===== src/rtl/address_region_interval_map_assert.svh =====
// ----------------------------------------------------------------------------
// Address region interval map assertion macros
// Shorthand for clocked assertions that are disabled while reset is active.
// ----------------------------------------------------------------------------
`ifndef ADDRESS_REGION_INTERVAL_MAP_ASSERT_SVH
`define ADDRESS_REGION_INTERVAL_MAP_ASSERT_SVH

// Clocked implication check, disabled during reset.
`define ARIM_ASSERT(lbl, prop, msg) \
  lbl: assert property (@(posedge clk_i) disable iff (!rst_ni) (prop)) else $error(msg);

// Condition that must never be true at a clock edge outside reset.
`define ARIM_ASSERT_NEVER(lbl, cond, msg) \
  lbl: assert property (@(posedge clk_i) disable iff (!rst_ni) !(cond)) else $error(msg);

`endif


===== src/rtl/arim_ram.sv =====
// ----------------------------------------------------------------------------
// Generic single-port-write RAM
// One write port and one read port with registered read data.
// ----------------------------------------------------------------------------
`default_nettype none

module arim_ram #(
  parameter int unsigned WIDTH = 8,
  parameter int unsigned DEPTH = 64
) (
  input  wire logic                                     clk_i,
  input  wire logic                                     we_i,
  input  wire logic [((DEPTH > 1) ? $clog2(DEPTH) : 1)-1:0] waddr_i,
  input  wire logic [WIDTH-1:0]                         wdata_i,
  input  wire logic [((DEPTH > 1) ? $clog2(DEPTH) : 1)-1:0] raddr_i,
  output logic      [WIDTH-1:0]                         rdata_o
);

  logic [WIDTH-1:0] mem_q [DEPTH];

  always_ff @(posedge clk_i) begin
    if (we_i) begin
      mem_q[waddr_i] <= wdata_i;
    end
    rdata_o <= mem_q[raddr_i];
  end

endmodule

`default_nettype wire


===== config.mk =====
export PLATFORM = sky130hd
export DESIGN_NAME = arim_ram
export DESIGN_NICKNAME = d
export VERILOG_FILES = /design/src/rtl/address_region_interval_map_assert.svh /design/src/rtl/arim_ram.sv
export SDC_FILE = /design/constraint.sdc
export NUM_CORES = 1
export LEC_CHECK = 0
export BUFFER_PORTS_ARGS = -buffer_cell sky130_fd_sc_hd__buf_2
export CAP_MARGIN = 10
export CELL_PAD_IN_SITES_DETAIL_PLACEMENT = 1
export CELL_PAD_IN_SITES_GLOBAL_PLACEMENT = 1
export CORE_MARGIN = 1.5
export CORE_UTILIZATION = 40
export CTS_CLUSTER_SIZE = 10
export DETAILED_ROUTE_END_ITERATION = 10
export GPL_TIMING_DRIVEN = 0
export MAX_ROUTING_LAYER = met4
export PLACE_DENSITY = 0.6
export SLEW_MARGIN = 0
export SYNTH_ARGS = -nofsm -noshare
export SYNTH_HDL_FRONTEND = slang
export SYNTH_SLANG_ARGS = --single-unit

===== constraint.sdc =====
create_clock -name clk_i -period 2.2 [get_ports clk_i]
set_input_delay 0.11 -clock clk_i [delete_from_list [all_inputs] [get_ports clk_i]]
set_output_delay 0.11 -clock clk_i [all_outputs]
set_load 0.02 [all_outputs]

# Yosys cells after proc, flatten, opt, wreduce, memory -nomap -nowiden
# Memory sizes are Yosys's and may differ from the RTL's. A register that Yosys moved wholly into a read port is not among the register bits.
# Index checks and enable logic that the tools add are counted.
classes:
  mux: 2
op_table:
  columns: ["operator", "n"]
  rows:
  - ["$mux W1", 2]
totals:
  wordCells: 3
  register_bits: 0
  out_inout_bits: 8
  mem_bits_rw: 512
  input_bits: 22
  n_memories: 1
memory_table:
  columns: ["name", "words", "word_bits", "rd", "rd_clocked_by_memory_dff", "wr", "line_no", "source"]
  rows:
  - ["mem_q", 64, 8, 1, 1, 1, "arim_ram.sv:19", "logic [WIDTH-1:0] mem_q [DEPTH];"]

# Depth between registers and ports, before layout
# Gate-level depths: netlist of run 1.
depth:
  depth_word: 2
  depth_mapped: 9
  depth_no_buf: 5

# Worst setup path after synthesis of run 1
# No wires, ideal clock.
synth_timing:
  kind: "input to register"
  start: "in raddr_i[1] (netlist bit)"
  end: "reg rdata_o[3], read port of mem_q"
  path_stages: 7
  path_buffers: 3
  required_time_ps: 2072
  arrival_ps: 1650
  path_slack_ps: 422
  setup_ps: 128
  cell_sequence: "buf_4 buf_2 buf_2 mux4_2 mux4_2 o21ai_1 o41ai_1"
synth_rtl:
  columns: ["element", "line_no", "source"]
  rows:
  - ["start, declared", "arim_ram.sv:15", "input wire logic [((DEPTH > 1) ? $clog2(DEPTH) : 1)-1:0] raddr_i,"]
  - ["end, declared", "arim_ram.sv:16", "output logic [WIDTH-1:0] rdata_o"]

==> results summary, run 1 <==
The run finished, with violations left. The checks that failed: setup timing. The primary flip-flop cell chosen by synthesis mapping is sky130_fd_sc_hd__edfxtp_1. The critical path contains buffers and inverters numbering 4 combined. The height of the chip came out at 228 um.

Setup repair after global routing left no endpoint under its margin. For the worst setup path, the data arrival time is 2.65 ns. The final total negative setup slack came out at -0.000430 ns. The total of endpoints with negative setup slack in the final report is 1. The tree is rooted in a sky130_fd_sc_hd__clkbuf_16.

In the routed layout, each cell is associated on average with a via count of 5.71. The number of design-rule violations left by the first detailed-router iteration came out at 1259. The via total after detailed routing came out at 9899. The placer congestion estimate is 0.873. The count of unresolved DRC violations after routing is 0. The global routing stage identified its most utilized layer as met2. The leakage component of the power is 7.08 nW. Entering global routing, the biggest net connects 65 pins. Global routing used 32.4% of the available met2 tracks. The worst hold path belongs to the class input port to flop.

The cell-internal power is 16.2 mW. The number of hold violations in the final report came out at 0. The library cell used most frequently in the layout, excluding fill and tap cells, is sky130_fd_sc_hd__edfxtp_1. The count of buffers added by post-CTS timing repair for setup came out at 0. The total congestion overflow after global routing came out at 0. The number of enable flip-flop cells after synthesis came out at 512. The core area is 0.0500 mm2.

The via count of the first global-routing pass is 10200. The mapped cell area is 0.0202 mm2. Walking the worst path, the cells encountered are buf_4 > buf_2 > buf_4 > buf_2 > nor2_1 > nor2_1 > nor3_1 > o32ai_1. The maximum clock path buffer count is 3. The total power density per cell area came out at 901 mW/mm2. The setup clock skew after layout came out at 0.0242 ns. STA classifies the critical path startpoint as an input port. For this design, the slowest cell found on the critical path is sky130_fd_sc_hd__o32ai_1. The critical-path maximum fanout is 10. Power comes to 20.7 mW. After detailed routing, the average wire length per cell comes to 30.6 um. Combinational logic burns 5.7% of the power.

The aggregate routed wire length is 53000 um. The first global-routing pass estimated 75700 um of wire. The cell row count came out at 82. The achievable frequency came out at 0.454 GHz. The max-capacitance violation count is 0. The overall die area is 0.0518 mm2. The worst-case IR drop observed on VDD is 0.574 mV. The later-pin clock latency in the skew report is 0.62 ns. The number of detailed-routing iterations run before antenna repair came out at 4. Relative to the synthesized area, the layout overhead comes to 13.7%.

The largest incremental delay on the critical path came out at 0.59 ns. STA classifies the critical path endpoint as a flop. Net switching is 21.7% of the power.

The transition time of the tightest slew-check pin is 1.19 ns. The utilization after layout is 45.9%. The initial utilization of the core area, before any placement, comes to 40.4%. The number of standard cells after synthesis came out at 940. The final-stage net count is 1055. Global routing consumed, on the met1 layer, 30.5% of the routing resources. The headroom to the max-slew limit came out at 20.5%. The final critical-path setup slack came out at -0.000430 ns.

The initial antenna violation count is 3. The share of post-route cells with drive strength above 1 came out at 25.3%. Clock-pin slew was measured on the worst setup and hold paths at 0.06 ns. On the critical path the largest part of the delay comes from buffers and inverters.

The sequential fraction of design power is 53.2%. The data required time of the worst path is 2.65 ns. The global-route met3 utilization came out at 4.08%. The number of clock sinks is 520. The critical path in this run is classified as input port to flop. The distinct cell type count of the synthesized netlist came out at 40. The final-report max-slew violation count is 0.

The count of synthesis-stage warnings from yosys is 0. The number of nets produced by synthesis came out at 962. In this run the number of H-tree levels came out at 2.

The clock tree from TritonCTS is yes. The fraction of the yosys area taken by sequential cells came out at 77.0%. The half-perimeter wire length of the detailed placement result came out at 33200 um. The count of nets left with antenna violations once routing finished came out at 0. The synthesized area per cell came out at 21.5 um2. In this run the tool buffered the top-level ports with 21 buffer cells.

The number of CTS-inserted buffers came out at 58. The part of the cycle the worst path needs came out at 100%. The part of the power in the clock network came out at 41.0%. The final critical-path required period is 2.20 ns. The number of I/O pins is 30. Across every metal layer, demand over resource in global routing totals 21.9%. Summed over all nets, the switching power comes to 4.48 mW. The die extent in x came out at 228 um. The share of flip-flops with an asynchronous set or reset after synthesis is 0%.

In the layout the commonest cells are sky130_fd_sc_hd__edfxtp_1 (512), sky130_fd_sc_hd__mux4_2 (126), sky130_fd_sc_hd__nor2_1 (83). The register bit total from synthesis is 520.
state kept, by name (all words and copies together) (netlist names):
signal   flops
rdata_o      8
mem_q      512
per-layer routing:
layer / share of wire [%] / up-vias
li1: - / 4102
met1: 45 / 5372
met2: 46 / 342
met3: 5.9 / 83
met4: 3.0 / 0
met5: 0 / -
worst paths after layout:
check	start	to	slack (ns)	cells after the start
max	raddr_i[1]	rdata_o[4]	-0.0004	8
min	wdata_i[1]	mem_q[43][1]	0.009	1
max reg2reg	mem_q[20][4]	rdata_o[4]	0.03	5
min reg2reg	mem_q[6][7]	rdata_o[7]	0.98	4
layout make-up:
class	instances	area [um2]
Multi-Input combinational cell	369	4330
Buffer	51	329
Antenna cell	3	7.51
Fill cell	4557	27000
Timing Repair Buffer	33	295
Sequential cell	520	15500
Clock inverter	5	41.3
Tap cell	672	841
Clock buffer	82	1540
power by group through the flow:
stage	Clock, mW	Sequential, mW	Combinational [mW]
2_1_floorplan	0	11.2	0.584
5_1_grt	8.93	11.0	1.25
3_3_place_gp	0	11.2	1.13
6_report	8.47	11.0	1.19
3_5_place_dp	0	11.2	1.15
4_1_cts	8.63	11.0	1.16
synth_stat cells, types with 4 or more instances:
library cell / count / area, um2
sky130_fd_sc_hd__o22ai_1: 8 / 50.1
sky130_fd_sc_hd__nor2_1: 83 / 312
sky130_fd_sc_hd__mux2_2: 13 / 146
sky130_fd_sc_hd__nand3_1: 13 / 65.1
sky130_fd_sc_hd__dfxtp_1: 8 / 160
sky130_fd_sc_hd__nand2b_1: 7 / 43.8
sky130_fd_sc_hd__nor2b_1: 14 / 87.6
sky130_fd_sc_hd__mux2i_1: 23 / 230
sky130_fd_sc_hd__a221oi_1: 6 / 52.6
sky130_fd_sc_hd__buf_1: 4 / 15.0
sky130_fd_sc_hd__o221ai_1: 8 / 70.1
sky130_fd_sc_hd__buf_2: 11 / 55.1
sky130_fd_sc_hd__buf_4: 13 / 97.6
sky130_fd_sc_hd__edfxtp_1: 512 / 15400
sky130_fd_sc_hd__clkbuf_1: 17 / 63.8
sky130_fd_sc_hd__buf_6: 4 / 45.0
sky130_fd_sc_hd__nor3_1: 7 / 35.0
sky130_fd_sc_hd__nand2_1: 19 / 71.3
sky130_fd_sc_hd__a211oi_1: 4 / 30.0
sky130_fd_sc_hd__mux4_2: 126 / 2840
worst register-to-register path, delay by kind of cell, from the launching register on:
| kind | cells | cell delay (ns) |
|---|---|---|
| multiplexers | 2 | 0.81 |
| AO/OA/AOI/OAI | 2 | 0.52 |
| AND/OR/NAND/NOR | 1 | 0.31 |
| flip-flops | 1 | 0.37 |
per-stage QoR:
stage | hold slack, ns | setup WS [ns] | cell area [um2] | instances
2_1_floorplan | 0.209 | 0.422 | 20200 | 940
4_1_cts | 0.195 | 0.0407 | 22700 | 1721
3_3_place_gp | 0.526 | -0.945 | 21100 | 1633
3_5_place_dp | 0.529 | -1.01 | 21100 | 1633
5_1_grt | 0.0208 | 0.00739 | 22900 | 1735
6_report | 0.00901 | -0.000430 | 22900 | 1735
repair_timing:
action,4_1_cts,5_1_grt
setup endpoints to repair,6,4
cloned,0,0
resized for setup,6,5
hold buffers,1,2
endpoints found under the hold margin,2,31
kinds of logic (layout without fill, tap and decap cells):
kind of cell	count (synthesis)	count (layout)	synth area share (%)
DFF	520	520	77.0
muxes	162	162	15.9
and+or+nand+nor	153	153	3.39
AOI/OAI and AO/OA	54	54	2.07
buffers and inverters	51	171	1.57
other	0	3	0
No activity file was read; power rests on OpenSTA's default activity.
==> run 2: changes to the inputs <==
SKIP_CTS_REPAIR_TIMING = 1   (was unset)
==> run 2 against run 1 <==
Effect of this change: critical path depth stayed put; the flow still finishes with violations (setup timing); clock-buffer cell count stayed put; critical path type unchanged; via count is 0.48% lower; register-to-register slack hardly changed; maximum frequency is 1.1% lower.
==> results summary, run 2 (synthesis results as in run 1) <==
The H-tree depth reported by CTS came out at 2 (unchanged). The overall power came out at 20.6 mW (-0.10%). The register with the most flip-flops is mem_q.

The utilization after layout is 45.9% (about the same). The overall die area is 0.0518 mm2 (unchanged). The data arrival at the endpoint of the critical path is 2.67 ns (+0.02 ns). The multi-input logic area came out at 0.00434 mm2 (about the same).

The maximum vdd ir drop came out at 0.574 mV (about the same). The later-pin clock latency in the skew report came to 0.62 ns (about the same). The area growth from synthesis to layout came to 13.6% (about the same). The initial antenna violation count is 3 (unchanged). The relative contribution of combinational cells to total power came out at 5.8% (about the same). The library cells used most frequently in the layout, excluding fill and tap cells, are sky130_fd_sc_hd__edfxtp_1 (512), sky130_fd_sc_hd__mux4_2 (126), sky130_fd_sc_hd__nor2_1 (82). The number of I/O pins came out at 30 (unchanged). The sequential fraction of design power came out at 53.3% (about the same).

Setup repair after global routing left no endpoint under its margin. The quantity of I/O buffers inserted on ports came out at 21 (unchanged). By startpoint and endpoint, the worst setup path is classified as input port to flop. The via count of the first global-routing pass is 10200 (-0.098%). The number of vias per cell after detailed routing is 5.68 (-0.48%). The switching share of total power came out at 21.6% (-0.074 points). The initial standard-cell utilization of the core came out at 40.4% (unchanged).

The run finished, with violations left. The number of buffers and inverters on the critical path is 4 (unchanged). The most common cell after layout, fill and taps aside is sky130_fd_sc_hd__edfxtp_1. Among all stages on the critical path, the largest delay is contributed by sky130_fd_sc_hd__o32ai_1. The headroom to the max-slew limit came out at 20.5% (-0.045 points).

The routed length per instance is 30.5 um (about the same). The setup clock skew after layout came out at 0.0237 ns (-0.000504 ns). The cell family contributing the most delay on the critical path is buffers and inverters. The final critical-path required period came to 2.22 ns (+0.0235 ns).

The number of clock sinks is 520 (unchanged). The total congestion overflow after global routing came to 0 (unchanged). The net load switching power is 4.46 mW (-0.44%). The type of element capturing the critical path is a flop. The count of fill cells added during filler insertion was 4557 (unchanged). The critical-path maximum fanout came out at 10 (unchanged). The total power density per cell area was 900 mW/mm2 (about the same). The post-route cell area is 0.0229 mm2 (about the same). TritonCTS built the clock tree. The pin count of the biggest net entering global routing came out at 65 (unchanged). The number of flip-flops under the largest register name was 512 (unchanged). The final-report max-slew violation count is 0 (unchanged). The count of unresolved DRC violations after routing is 0 (unchanged). The die extent in x came out at 228 um (unchanged). In this run the worst hold path is classified as input port to flop.

The largest incremental delay on the critical path came out at 0.62 ns (+0.03 ns). The checks that failed: setup timing. The maximum clock path buffer count came to 3 (unchanged). The cell-internal power is 16.2 mW (about the same). The final total negative setup slack is -0.0239 ns (-0.0235 ns). The part of the power in the clock network is 41.0% (about the same). The half-perimeter wire length of the detailed placement result came out at 33200 um (unchanged). The achievable frequency was 0.450 GHz (-1.1%). The data required time of the worst path is 2.64 ns (about the same). The leakage component of the power came out at 7.08 nW (about the same). The number of detailed-routing iterations run before antenna repair is 5 (+1). The critical path goes through buf_4 > buf_2 > buf_4 > buf_2 > nor2_1 > nor2_1 > nor3_1 > o32ai_1. The post-place instance area came out at 0.0211 mm2 (unchanged). CTS placed an instance of sky130_fd_sc_hd__clkbuf_16 at the clock tree root. The via total after detailed routing is 9851 (-0.48%).

The cell row count came out at 82 (unchanged). The placer congestion estimate came out at 0.873 (unchanged). The share of post-route cells with drive strength above 1 was 25.4% (+0.094 points).

The part of the cycle the worst path needs came out at 101% (+1.1 points). The number of CTS-inserted buffers came out at 58 (unchanged). The clock-pin slew reported for the worst setup and hold paths after clock tree synthesis came out at 0.06 ns (about the same).

The final-stage net count is 1055 (unchanged). The total global routing track utilization came out at 21.9% (about the same). The number of design-rule violations left by the first detailed-router iteration came to 1275 (+1.3%).

The first-pass GRT wire length is 75600 um (about the same). The register area came out at 0.0155 mm2 (unchanged). The max-capacitance violation count came out at 0 (unchanged). The final critical-path setup slack is -0.0239 ns (-0.0235 ns). The worst slack after detailed placement was -1.01 ns (unchanged). The total of endpoints with negative setup slack in the final report was 1 (unchanged). The largest registers in the layout are mem_q: 512 flops, rdata_o: 8 flops. The height of the chip is 228 um (unchanged). The aggregate routed wire length came to 53000 um (about the same). The number of nets with antenna violations after detailed routing is 0 (unchanged).

The kind of launch point of the worst setup path is an input port. The transition time of the tightest slew-check pin came out at 1.19 ns (+0.000681 ns). The number of hold violations in the final report came out at 0 (unchanged).

The core area was 0.0500 mm2 (unchanged).
-- run 2: worst paths after layout --
kind / endpoint / start / slack (ns) / cells past startpoint
setup / recovery: rdata_o[4] / raddr_i[1] / -0.02 / 8
hold / removal: mem_q[43][1] / wdata_i[1] / 0.02 / 1
setup reg to reg: rdata_o[4] / mem_q[20][4] / 0.03 / 5
hold reg to reg: rdata_o[7] / mem_q[6][7] / 0.98 / 4
-- run 2: per-stage QoR --
step           hold slack, ns  instances
2_1_floorplan           0.209        940
3_3_place_gp            0.526       1633
3_5_place_dp            0.529       1633
4_1_cts               -0.0342       1720
5_1_grt                0.0208       1735
6_report               0.0175       1735
-- run 2: per-layer routing --
layer / global-route usage [%] / part of all wire [%] / vias to the layer above
met2: 32.4 / 46 / 317
met4: 7.56 / 3.0 / 0
li1: - / - / 4102
met1: 30.5 / 45 / 5349
met3: 4.08 / 5.7 / 83
met5: - / 0 / -
-- run 2: power groups by stage --
| stage | registers (mW) | clock network, mW | logic (mW) |
|---|---|---|---|
| 2_1_floorplan | 11.2 | 0 | 0.584 |
| 3_3_place_gp | 11.2 | 0 | 1.13 |
| 3_5_place_dp | 11.2 | 0 | 1.15 |
| 4_1_cts | 11.0 | 8.63 | 1.15 |
| 5_1_grt | 11.0 | 8.93 | 1.25 |
| 6_report | 11.0 | 8.45 | 1.19 |
-- run 2: final cells by class --
cell class | count | share of cell area [%]
antenna | 3 | 0.0328
buffer | 51 | 1.41
clock buffer | 82 | 6.73
clock inverter | 5 | 0.180
multi-input combinational | 369 | 18.9
sequential | 520 | 67.8
tap | 672 | 3.67
timing repair buffer | 33 | 1.29
-- run 2: worst reg2reg max path, cell delays in order, from the launching register on --
cell and delay [ns]:
sky130_fd_sc_hd__edfxtp_1 0.37, sky130_fd_sc_hd__mux4_2 0.50, sky130_fd_sc_hd__mux2_2 0.31, sky130_fd_sc_hd__o221a_2 0.29, sky130_fd_sc_hd__nor3_1 0.31, sky130_fd_sc_hd__o32ai_1 0.24
